--- src/design/bba_pkg.sv ---
// Shared constants and types of the buddy block allocator.
package bba_pkg;

    localparam int LEVELS      = 15;
    localparam int REGION_BITS = 23;
    localparam int LV_W        = 4;
    localparam int OFF_W       = REGION_BITS;
    localparam int LVI_W       = (LEVELS > 1) ? $clog2(LEVELS) : 1;
    localparam int KW          = LEVELS - 1;
    localparam int WORD_LG     = 5;
    localparam int WORD_BITS   = 1 << WORD_LG;
    localparam int KX          = (KW > WORD_LG) ? KW : WORD_LG;
    localparam int DEPTH       = (LEVELS > WORD_LG) ?
                                 (1 << (LEVELS - WORD_LG)) + WORD_LG - 1 : LEVELS;
    localparam int AW          = $clog2(DEPTH);
    localparam int CNT_W       = LEVELS;
    localparam int SH_W        = $clog2(REGION_BITS + 1);

    localparam logic STATUS_OK    = 1'b0;
    localparam logic STATUS_NOMEM = 1'b1;

    localparam logic [1:0] CNT_NONE = 2'd0;
    localparam logic [1:0] CNT_INC  = 2'd1;
    localparam logic [1:0] CNT_DEC1 = 2'd2;
    localparam logic [1:0] CNT_DEC2 = 2'd3;

    typedef struct packed {
        logic [1:0]       op;
        logic [LVI_W-1:0] lvl;
    } cnt_upd_t;

endpackage

--- src/design/bba_lvl_cnt.sv ---
// Per-level free block counters and nearest non-empty level search.
module bba_lvl_cnt import bba_pkg::*; (
    input  logic             aclk,
    input  logic             aresetn,
    input  cnt_upd_t         upd,
    input  logic [LVI_W-1:0] q_lvl,
    output logic             found,
    output logic [LVI_W-1:0] src
);

    logic [CNT_W-1:0] cnt_reg [LEVELS];

    always_ff @(posedge aclk) begin
        if (!aresetn) begin
            for (int j = 0; j < LEVELS; j++) begin
                cnt_reg[j] <= (j == 0) ? CNT_W'(1) : '0;
            end
        end else begin
            case (upd.op)
                CNT_INC:  cnt_reg[upd.lvl] <= cnt_reg[upd.lvl] + CNT_W'(1);
                CNT_DEC1: cnt_reg[upd.lvl] <= cnt_reg[upd.lvl] - CNT_W'(1);
                CNT_DEC2: cnt_reg[upd.lvl] <= cnt_reg[upd.lvl] - CNT_W'(2);
                default: ;
            endcase
        end
    end

    // Nearest non-empty level at or above the requested size (highest index wins last).
    always_comb begin
        found = 1'b0;
        src   = '0;
        for (int j = 0; j < LEVELS; j++) begin
            if ((j <= int'(q_lvl)) && (cnt_reg[j] != '0)) begin
                found = 1'b1;
                src   = LVI_W'(j);
            end
        end
    end

endmodule

--- config.mk ---
export PLATFORM = sky130hd
export DESIGN_NAME = bba_lvl_cnt
export DESIGN_NICKNAME = d
export VERILOG_FILES = /design/src/design/bba_pkg.sv /design/src/design/bba_lvl_cnt.sv
export SDC_FILE = /design/constraint.sdc
export NUM_CORES = 1
export LEC_CHECK = 0
export BUFFER_PORTS_ARGS = -buffer_cell sky130_fd_sc_hd__buf_2
export CAP_MARGIN = 15
export CORE_ASPECT_RATIO = 1.75
export CORE_MARGIN = 4
export CORE_UTILIZATION = 45
export CTS_CLUSTER_SIZE = 10
export DETAILED_ROUTE_END_ITERATION = 7
export PLACE_DENSITY = 0.69
export SYNTH_ARGS = -nofsm -noshare
export SYNTH_HDL_FRONTEND = slang
export SYNTH_SLANG_ARGS = --single-unit
--- constraint.sdc ---
create_clock -name aclk -period 12.5 [get_ports aclk]
set_input_delay 1.875 -clock aclk [delete_from_list [all_inputs] [get_ports aclk]]
set_output_delay 1.875 -clock aclk [all_outputs]
set_load 0.01 [all_outputs]
Yosys cells after proc, flatten, opt, wreduce, memory -nomap -nowiden
Memory sizes are Yosys's and may differ from the RTL's.
Cells that the tools add are included.
{"block": "classes", "bitwise": 2, "n_lt_le_gt_ge": 14, "reduce_logical": 30, "mux": 44, "add_sub_neg": 3, "n_eq_ne": 3}
{"operator": "nonzero test 15 bit", "count": 15}
{"operator": "two-way mux 4 bit", "count": 14}
{"operator": "two-way mux 15 bit", "count": 3}
{"operator": "less-or-equal comparator 4 bit (first input constant)", "count": 7}
{"operator": "two-way mux 1 bit", "count": 27}
{"operator": "less-or-equal comparator 3 x 4 -> 1 bit (first input constant)", "count": 4}
{"operator": "adder 15 x 1 -> 15 bit (second input constant)", "count": 1}
{"operator": "OR reduction 15 bit", "count": 1}
{"operator": "subtractor 15 x 1 -> 15 bit (second input constant)", "count": 1}
{"operator": "subtractor 15 x 2 -> 15 bit (second input constant)", "count": 1}
{"operator": "logical AND 1 bit", "count": 14}
{"operator": "less-or-equal comparator 2 x 4 -> 1 bit (first input constant)", "count": 2}
{"operator": "equality test 2 bit (second input constant)", "count": 2}
{"operator": "less-or-equal comparator 1 x 4 -> 1 bit (first input constant)", "count": 1}
{"operator": "equality test 2 x 1 -> 1 bit (second input constant)", "count": 1}
{"operator": "OR 1 bit", "count": 2}
{"block": "word_totals", "ff_bits": 0, "elab_cells": 97, "inputBits": 12, "mem_count": 1, "mem_bits_rw": 225, "out_inout_bits": 5}
{"name": "cnt_reg", "depth": 15, "width": 15, "rd": 16, "rd_ports_with_merged_regs": 0, "write_ports": 15, "line": "bba_lvl_cnt.sv:11", "rtl": "logic [CNT_W-1:0] cnt_reg [LEVELS];"}

Depth between registers and ports, before layout
An unclocked memory read counts as a cell.
{"block": "depth", "depth_word": 17, "depth_mapped": 18, "mapped_depth_nobuf": 13}

Least setup slack after synthesis
OpenSTA, ideal clock, no wires.
{"block": "synth_timing", "path_type": "in2reg", "startpoint": "in upd[1] (netlist name)", "endpoint": "mem cnt_reg[13][11] (netlist name) (data pin)", "n_path_buf": 4, "setup_slack_ns": 6.935, "cell_stages": 16, "required_ns": 12.359, "setup_time_ns": 0.141, "t_arrival_ns": 5.424, "cell_sequence": "buf_4 buf_2 buf_1 mux4_2 a22oi_1 nand2_1 ha_1 a21oi_1 a21oi_1 o21a_1 o21a_1 a2111oi_0 and4bb_2 a221o_1 buf_4 nor2_1"}
{"item": "start, declared", "line": "bba_lvl_cnt.sv:5", "rtl": "input cnt_upd_t upd,"}
{"item": "end, declared", "line": "bba_lvl_cnt.sv:11"}

==> results.cfg <==
[outcome]
status = complete, no violations

[sta]
rsz0062_at_grt = no
max_slew_margin_pct = 23.47
final_max_slew_viol_count = 0
hold_violations = 0
tightest_slew_ps = 1142
fin_crit_sh_pct = 52.49
fin_setup_tns_ps = 0
fin_crit_ps = 6562
clock_skew_ps = 31.58
finalSetupViolations = 0
fmax_mhz = 152.4

[clock_network]
cts_resized = 0
cts.path.max_buffers = 3
tritoncts = done
cts.clk_slew.worst_paths_ps = 60
clock_sinks = 240
clock_latency_ps = 550
ctsHoldBuffers = 0
h-tree-depth = 1
cts_buffers = 27
root_buffer = clkbuf_16
cts_setup_buffers = 0

[placement]
place_area_sq_um = 12440
post-dp-hpwl_um = 24570
gp_congestion = 0.9663
port_buffers = 16

[synthesis]
synth_top_cells_by_area = edfxtp_1, mux4_2, nor2_1, nor4_1, nand2_1
avgSynthCellArea_sq_um = 12.62
synth-seq-area-share_pct = 59.60
synth-async-reset-ratio_pct = 0
synth_top_area_share_pct = 59.60
synth_top_area_cell = edfxtp_1
yosysWarnings = 0
synth_common_cells = edfxtp_1, nor2_1, mux4_2
synthCells = 958
ys_ff_latch = 240
synth_nets = 985
syn_area_sq_um = 12090
synth-main-ff-cell = edfxtp_1
synth_edf_count = 240
synth.distinct_cells = 65

[critical_path]
crit_path_start = upd[0]
reg2regPathDepth = 12
cp_data_required_time_ps = 12750
end_kind = flip-flop
setup.worst_path.class = input port to flip-flop
r2r-start = cnt_reg[7][1]
crit_arrival_ps = 6810
cp_max_fo = 42
worstSetupStartpointType = input port

[final_layout]
multi_input_area_sq_um = 4532
regArea_sq_um = 7207
design_area_sq_um = 13120
synthToLayoutAreaGrowth_pct = 8.505
layout-drive-gt1-share_pct = 16.56
largest_reg_flops = 240
fill_cells = 2288
antennaDiodeCount = 0
nets = 988

[worst_hold_path]
whs_path_depth = 5
hold_class = flip-flop to flip-flop
hold_start = cnt_reg[15][14]

[drt]
drc = 0
drt_iter0_markers = 766
num_vias = 8292
routed_wl_um = 34440
ant_nets = 0
via_per_inst = 6.458
first_pass_iters = 5
drt-wirelength-per-cell_um = 26.82

[job]
drv_cap = 0

[power_and_ir_drop]
swShare_pct = 27.19
pwr-share-comb_pct = 15.6
power_density_nw_per_um2 = 145.9
seqPwrFrac_pct = 49.5
clockPowerShare_pct = 34.9
leakage_nw = 4.767
ir_drop_uv = 79.90
switchingPower_uw = 520.4
internal-power_mw = 1.393
p_total_mw = 1.914

[global_route]
grt_pass1_wl_um = 51790
antenna_found_initial = 0
grt_max_degree = 64
grt_pass1_vias = 8437
track_usage_pct = 23.18
grt-ovfl-total = 0

[die]
rows = 79
die_height_um = 224.9
io_pins = 17
start_util_pct = 45.48
die_w_um = 131.9
dieArea_sq_um = 29660
core_sq_um = 26590
[worst paths after layout]
kind,slack [ps],end
worst max-delay path,5940,cnt_reg[12][9]
worst max register to register,7970,cnt_reg[12][9]
worst min register to register,1340,cnt_reg[15][14]
worst min-delay path,1340,cnt_reg[15][14]
[final cells by class]
class	count	area share [%]
multi-input cells	637	34.54
clock inverters	1	0.06675
flip-flops and latches	240	54.93
inverters	22	0.6294
well taps	324	3.090
repair buffers	33	1.602
clock buffers	27	5.149
[critical path: stages]
cell and delay [ps]:
buf_4 330, buf_4 670, mux4_2 650, mux4_2 520, inv_1 140, ha_1 230
nand3b_1 90, o22ai_1 190, a31oi_1 100, or4_4 490, or3_1 350, xnor2_1 150
mux2i_2 870, nor2_1 140
[cells by family (layout without fill, tap and decap cells)]
| group | Yosys count | count (layout) | share of synthesized area (%) |
|---|---|---|---|
| flops | 240 | 240 | 59.60 |
| buf+inv | 81 | 83 | 3.156 |
| simple gates | 438 | 438 | 16.62 |
| compound gates | 98 | 98 | 5.598 |
| xor+xnor | 17 | 17 | 1.293 |
| mux | 69 | 69 | 12.13 |
| fa+ha+maj | 15 | 15 | 1.614 |
[layer usage]
metal  routed length, um  vias to the layer above  GRT usage, %
met5                   0                        -             0
met4                2988                        0         17.87
met3                2741                      120         3.648
met2               17290                      481         40.18
met1               11410                     4089         25.40
li1                    -                     3602             -
[through the flow]
| step | setup WS, ps | utilization, % | cells | hold WS (ps) |
|---|---|---|---|---|
| after floorplan | 6935 | - | 958 | 1070 |
| after global placement | 5511 | 46.77 | 1256 | 1317 |
| after detailed placement | 5355 | 46.77 | 1256 | 1317 |
| after CTS | 5929 | 49.35 | 1284 | 1330 |
| after global routing | 5571 | 49.35 | 1284 | 1362 |
| final | 5938 | 49.35 | 1284 | 1339 |
[placed cells by master (no fill, tap or decap), types with 6 or more instances in the layout]
cell,count
a21oi_1,17
a22oi_1,19
buf_2,15
buf_4,18
clkbuf_16,27
edfxtp_1,240
ha_1,14
inv_1,17
mux2i_1,6
mux4_2,62
nand2_1,59
nand2b_1,13
nand3_1,6
nand4_1,10
nor2_1,240
nor2_2,10
nor2b_1,6
nor3_1,16
nor4_1,47
o21ai_0,12
o21ai_1,6
or3_1,8
xnor2_1,8
xor2_1,7
[power by group through the flow]
stage | combinational [mW] | sequential, mW | clock [mW]
floorplan | 0.189 | 0.950 | 0
global placement | 0.290 | 0.962 | 0
detailed placement | 0.292 | 0.963 | 0
CTS | 0.293 | 0.947 | 0.673
global route | 0.315 | 0.950 | 0.702
finish | 0.298 | 0.948 | 0.668
No activity file was read; power rests on OpenSTA's default activity.
